### config.mk
export PLATFORM = sky130hd
export DESIGN_NAME = ddps_cordic_stage
export DESIGN_NICKNAME = d
export VERILOG_FILES = /design/src/rtl/core/ddps_pkg.sv /design/src/rtl/core/ddps_cordic_stage.sv
export SDC_FILE = /design/constraint.sdc
export NUM_CORES = 1
export LEC_CHECK = 0
export BUFFER_PORTS_ARGS = -buffer_cell sky130_fd_sc_hd__buf_2
export CAP_MARGIN = 30
export CORE_MARGIN = 5
export CORE_UTILIZATION = 50
export CTS_CLUSTER_SIZE = 14
export DETAILED_ROUTE_END_ITERATION = 7
export HOLD_SLACK_MARGIN = 0.08
export PLACE_DENSITY = 0.85
export RECOVER_POWER = 100
export SLEW_MARGIN = 20
export SYNTH_ARGS = -nofsm -noshare
export SYNTH_HDL_FRONTEND = slang
export SYNTH_SLANG_ARGS = --single-unit
### constraint.sdc
create_clock -name i_clk -period 4.17 [get_ports i_clk]
set_input_delay 0.2085 -clock i_clk [delete_from_list [all_inputs] [get_ports i_clk]]
set_output_delay 0.2085 -clock i_clk [all_outputs]
set_load 0.02 [all_outputs]
### src/rtl/core/ddps_pkg.sv
// ----------------------------------------------------------------------------
// ddps_pkg
// Shared constants, types and helpers for the differential-drive pose step.
// ----------------------------------------------------------------------------
package ddps_pkg;

    localparam int CORDIC_STEPS = 16;

    // angles in Q16.16
    localparam logic signed [20:0] TWO_PI  = 21'sd411775;
    localparam logic signed [20:0] PI      = 21'sd205887;
    localparam logic signed [20:0] HALF_PI = 21'sd102944;

    // floor(2^40 / (2*pi in Q16.16))
    localparam logic [21:0] RECIP_TWO_PI = 22'd2670175;

    // gain-compensated unit vector, Q2.30
    localparam logic signed [33:0] CORDIC_X0 = 34'sd652032874;

    localparam logic [1:0] CFG_TIME_STEP  = 2'd0;
    localparam logic [1:0] CFG_SPEED_GAIN = 2'd1;
    localparam logic [1:0] CFG_TURN_GAIN  = 2'd2;

    typedef struct packed {
        logic               neg;
        logic signed [33:0] x;
        logic signed [33:0] y;
        logic signed [19:0] z;
    } t_rot;

    function automatic logic signed [19:0] atan_q16(input int step);
        logic signed [19:0] a;
        case (step)
            0:       a = 20'sd51472;
            1:       a = 20'sd30386;
            2:       a = 20'sd16055;
            3:       a = 20'sd8150;
            4:       a = 20'sd4091;
            5:       a = 20'sd2047;
            6:       a = 20'sd1024;
            7:       a = 20'sd512;
            8:       a = 20'sd256;
            9:       a = 20'sd128;
            10:      a = 20'sd64;
            11:      a = 20'sd32;
            12:      a = 20'sd16;
            13:      a = 20'sd8;
            14:      a = 20'sd4;
            default: a = 20'sd2;
        endcase
        return a;
    endfunction

    function automatic logic signed [31:0] sat32(input logic signed [34:0] v);
        logic signed [31:0] r;
        if (v > 35'sd2147483647) begin
            r = 32'sh7FFFFFFF;
        end else if (v < -35'sd2147483648) begin
            r = 32'sh80000000;
        end else begin
            r = v[31:0];
        end
        return r;
    endfunction

endpackage

### src/rtl/core/ddps_cordic_stage.sv
// ----------------------------------------------------------------------------
// ddps_cordic_stage
// One registered rotation-mode CORDIC micro-rotation.
// ----------------------------------------------------------------------------
module ddps_cordic_stage #(
    parameter int STEP = 0
) (
    input  logic          i_clk,
    input  ddps_pkg::t_rot i_rot,
    output ddps_pkg::t_rot o_rot
);
    import ddps_pkg::*;

    logic signed [33:0] xs;
    logic signed [33:0] ys;
    t_rot               n_rot;
    t_rot               r_rot;

    assign xs = i_rot.x >>> STEP;
    assign ys = i_rot.y >>> STEP;

    always_comb begin
        n_rot.neg = i_rot.neg;
        if (i_rot.z >= 20'sd0) begin
            n_rot.x = i_rot.x - ys;
            n_rot.y = i_rot.y + xs;
            n_rot.z = i_rot.z - atan_q16(STEP);
        end else begin
            n_rot.x = i_rot.x + ys;
            n_rot.y = i_rot.y - xs;
            n_rot.z = i_rot.z + atan_q16(STEP);
        end
    end

    always_ff @(posedge i_clk) begin
        r_rot <= n_rot;
    end

    assign o_rot = r_rot;

endmodule

# Word level (Yosys, flattened, before mapping)
# Cells that the tools add are included.
# totals
register_bits,89
input_bits,90
output_inout_bits,89
word_cells,11
# op_classes
addsub,5
order_cmp,1
n_mux,1
# ops
op,n
88-bit two-way mux,1
34-bit subtractor,2
34-bit adder,1
20-bit by 17-bit adder with 20-bit output (second input constant),1
20-bit by 1-bit greater-or-equal comparator with 1-bit output (second input constant),1
20-bit by 17-bit subtractor with 20-bit output (second input constant),1

# Longest topological paths before layout
# logic_depth
word_depth,2
mapped_depth,16
ltp_nobuf,14

# Least setup slack after synthesis
# Ideal clock, no wire load.
# synth_timing
kind,in2reg
from,input i_rot[0] (netlist bit)
to,"register r_rot, in the netlist o_rot[18]"
t_arrival_ns,3.670
slack_ns,0.379
stages,13
path_cell_list,or3_1 > o31ai_2 > clkbuf_1 > buf_1 > ha_1 > nor2b_1 > o21ai_0 > a21boi_1 > o21ai_0 > nand2b_1 > a2111oi_0 > o211ai_1 > nor3b_1
# synth_rtl
element,line_no,source
from (decl),ddps_cordic_stage.sv:9,"input ddps_pkg::t_rot i_rot,"
to (signal assigned),ddps_cordic_stage.sv:36,r_rot <= n_rot;
to (decl),ddps_cordic_stage.sv:17,t_rot r_rot;

==> flow_metrics.env <==
export IMPL_result_of_the_run="finished, final reports clean"
export IMPL_crit_chain="dlygate4sd3_1 > buf_2 > or3_1 > o31ai_4 > inv_1 > clkbuf_2 > ha_1 > a2111oi_0 > o211ai_1 > nor3b_1"
export IMPL_height_of_the_die_um=141
export IMPL_globalRouteOverflowTotal=0
export IMPL_critical_path_class="in2reg"
export IMPL_post_layout_total_power_mw=3.39
export IMPL_synth_edff_count=0
export IMPL_synth_cell_area_um2=8550
export IMPL_yosysWarningCount=0
export IMPL_synth_cells=1120
export IMPL_maxCapViolations=0
export IMPL_floorplan_initialDensity_pct=51.2
export IMPL_route_detailed_vias_per_inst=5.90
export IMPL_cts_tree="done"
export IMPL_port_buffer_count=178
export IMPL_layout_nets=1484
export IMPL_critical_path_max_stage_delay_ns=0.80
export IMPL_chipWidth_um=141
export IMPL_grt_max_degree=48
export IMPL_synth_top_flop_cell="sky130_fd_sc_hd__dfxtp_1"
export IMPL_die_area_um2=19800
export IMPL_detailedRoute_firstPassIterationCount=5
export IMPL_finalSetupTns_ns=0
export IMPL_netlist_top_cells_area="sky130_fd_sc_hd__dfxtp_1 21%, sky130_fd_sc_hd__ha_1 17%, sky130_fd_sc_hd__a21oi_1 6.8%"
export IMPL_route_antenna_remaining_nets=0
export IMPL_core_area_um2=16700
export IMPL_cp_max_fo=47
export IMPL_p_per_cell_area_nw_per_um2=347
export IMPL_synth_ff_latch_count=88
export IMPL_drt_iter0_drc=719
export IMPL_insertedDiodeCount=0
export IMPL_final_seq_area_um2=1760
export IMPL_post_cts_repair_setup_buffers=0
export IMPL_place_gp_congestion=1.01
export IMPL_ys_async_rst_share_pct=0
export IMPL_fillers=1636
export IMPL_grt_first_pass_wirelength_mm=42.6
export IMPL_post_cts_resized=0
export IMPL_hold_viol=0
export IMPL_largest_register_ff_count=88
export IMPL_synth_cell_type_count=71
export IMPL_cts_buffers=9
export IMPL_hold_path_startpoint="i_rot[4]"
export IMPL_vias=8857
export IMPL_cellLeakagePower_nw=4.41
export IMPL_finalNonFillerCells=1501
export IMPL_synthToLayoutAreaGrowth_pct=14.2
export IMPL_antenna_found_initial=0
export IMPL_critical_path_slowest_cell="sky130_fd_sc_hd__a2111oi_0"
export IMPL_wire_per_inst_um=18.1
export IMPL_track_usage_pct=26.2
export IMPL_synth_most_common_cell="sky130_fd_sc_hd__a21oi_1"
export IMPL_io_pin_count=179
export IMPL_rows=47
export IMPL_clock_sinks=88
export IMPL_clk_buf_depth=2
export IMPL_multi_input_comb_area_um2=6120
export IMPL_yosysTopAreaCellShare_pct=20.6
export IMPL_htree_levels=3
export IMPL_drc=0
export IMPL_report_final_setup_viol=0
export IMPL_syn_mean_instance_area_um2=7.64
export IMPL_timing_hold_ws_ns=0.116
export IMPL_wirelength_mm=27.1
export IMPL_share_of_layout_cells_above_drive_strength_1_pct=9.60
export IMPL_worstSetupEndpointType="flip-flop"
export IMPL_synthTopCellsByCount="116 x sky130_fd_sc_hd__a21oi_1, 114 x sky130_fd_sc_hd__ha_1, 109 x sky130_fd_sc_hd__inv_1, 89 x sky130_fd_sc_hd__nor2_1, 88 x sky130_fd_sc_hd__dfxtp_1"
export IMPL_fmax_ghz=0.256
export IMPL_first_global_vias=8552
export IMPL_min_period_ns=3.91
export IMPL_total_nets_after_synthesis=1328
export IMPL_clkSlewWorstSetupHoldPaths_ns=0.06
export IMPL_ys_seq_area_share_pct=20.6
export IMPL_min_period_over_period_pct=93.8
export IMPL_critical_path_required_ns=4.41
export IMPL_timing_critical_path_arrival_ns=4.15
export IMPL_max_transition_margin_pct=29.6
export IMPL_rsz_0062_raised_after_global_routing="no"
export IMPL_hold_class="in2reg"
export IMPL_worstMarginPinSlew_ns=1.06
export IMPL_startpoint_type_of_the_worst_setup_path="primary input"
export IMPL_synth_top_cell_by_area="sky130_fd_sc_hd__dfxtp_1"
export IMPL_maxSlewViolCount=0
export IMPL_dp_cells=1480
export IMPL_worst_setup_path_startpoint="i_rot[0]"
export IMPL_cts_root_buf="sky130_fd_sc_hd__clkbuf_16"
export IMPL_dp_hpwl_mm=21.7
export IMPL_peakVddDrop_uv=222
==> cells by family (layout without fill, tap and decap cells) <==
group / count (synthesis) / in the layout / share of synthesized area [%]
XOR/XNOR: 75 / 75 / 7.68
AO/OA/AOI/OAI: 392 / 392 / 29.9
buffers and inverters: 161 / 322 / 7.39
multiplexers: 8 / 8 / 0.936
AND/OR/NAND/NOR: 278 / 278 / 15.9
adder cells (fa/ha/maj): 118 / 118 / 17.6
flip-flops: 88 / 88 / 20.6
==> placed cells by master (no fill, tap or decap), drive strengths merged, types with 5 or more instances in the layout <==
| cell type | synthesis | layout |
|---|---|---|
| a2111oi | 6 | 6 |
| a211o | 5 | 5 |
| a211oi | 20 | 20 |
| a21boi | 6 | 6 |
| a21o | 34 | 34 |
| a21oi | 118 | 118 |
| a31oi | 15 | 15 |
| and2 | 6 | 6 |
| buf | 25 | 91 |
| clkbuf | 23 | 108 |
| dfxtp | 88 | 88 |
| dlygate4sd3 | 0 | 5 |
| ha | 114 | 114 |
| inv | 112 | 114 |
| mux2i | 8 | 8 |
| nand2 | 57 | 57 |
| nand2b | 10 | 10 |
| nand3 | 20 | 20 |
| nand3b | 5 | 5 |
| nand4 | 14 | 14 |
| nor2 | 89 | 89 |
| nor2b | 12 | 12 |
| nor3 | 20 | 20 |
| nor4 | 14 | 14 |
| o211ai | 16 | 16 |
| o21a | 14 | 14 |
| o21ai | 87 | 87 |
| o21bai | 17 | 17 |
| o311ai | 5 | 5 |
| o31ai | 6 | 6 |
| or2 | 5 | 5 |
| or3 | 8 | 8 |
| xnor2 | 63 | 63 |
| xor2 | 12 | 12 |
==> critical path, delay by kind of cell <==
kind	cells	cell delay (ns)
AO/OA/AOI/OAI	3	1.39
adder cells (fa/ha/maj)	1	0.50
buffers and inverters	4	1.42
AND/OR/NAND/NOR	2	0.61
==> worst paths after layout <==
| kind | end | slack [ns] | cells after the start |
|---|---|---|---|
| worst max-delay path | o_rot[18] | 0.26 | 10 |
| worst min-delay path | o_rot[4] | 0.12 | 2 |
==> area by class of cell <==
| class | count | area share [%] |
|---|---|---|
| well taps | 220 | 2.82 |
| inverters | 113 | 4.34 |
| flip-flops and latches | 88 | 18.0 |
| clock inverters | 5 | 0.384 |
| multi-input cells | 871 | 62.7 |
| repair buffers | 193 | 9.12 |
| clock buffers | 11 | 2.59 |
==> power by group <==
group / switching [mW] / internal [mW]
clock: 0.359 / 0.440
sequential: 0.0485 / 1.03
combinational: 1.01 / 0.503
total: 1.42 / 1.97
==> metrics by stage <==
| stage | util [%] | worst slack [ns] | area, um^2 |
|---|---|---|---|
| after global routing | 58.5 | 0.135 | 9770 |
| after global placement | 57.5 | 0.456 | 9600 |
| after detailed placement | 57.5 | 0.364 | 9600 |
| after CTS | 59.5 | 0.322 | 9940 |
| final | 58.5 | 0.257 | 9770 |
| after floorplan | - | 0.379 | 8550 |
==> per-layer routing <==
layer	share of wire, %	wire length, um	global-route usage, %
met2	47	12700	44.7
met3	8.2	2220	4.64
met4	2.9	778	9.64
met5	0	0	0
met1	42	11500	33.1
==> what timing repair did <==
action	CTS	global route
endpoints found under the setup margin	0	0
endpoints found under the hold margin	5	0
hold buffers	5	0
Power figures use the tool's default switching activity.
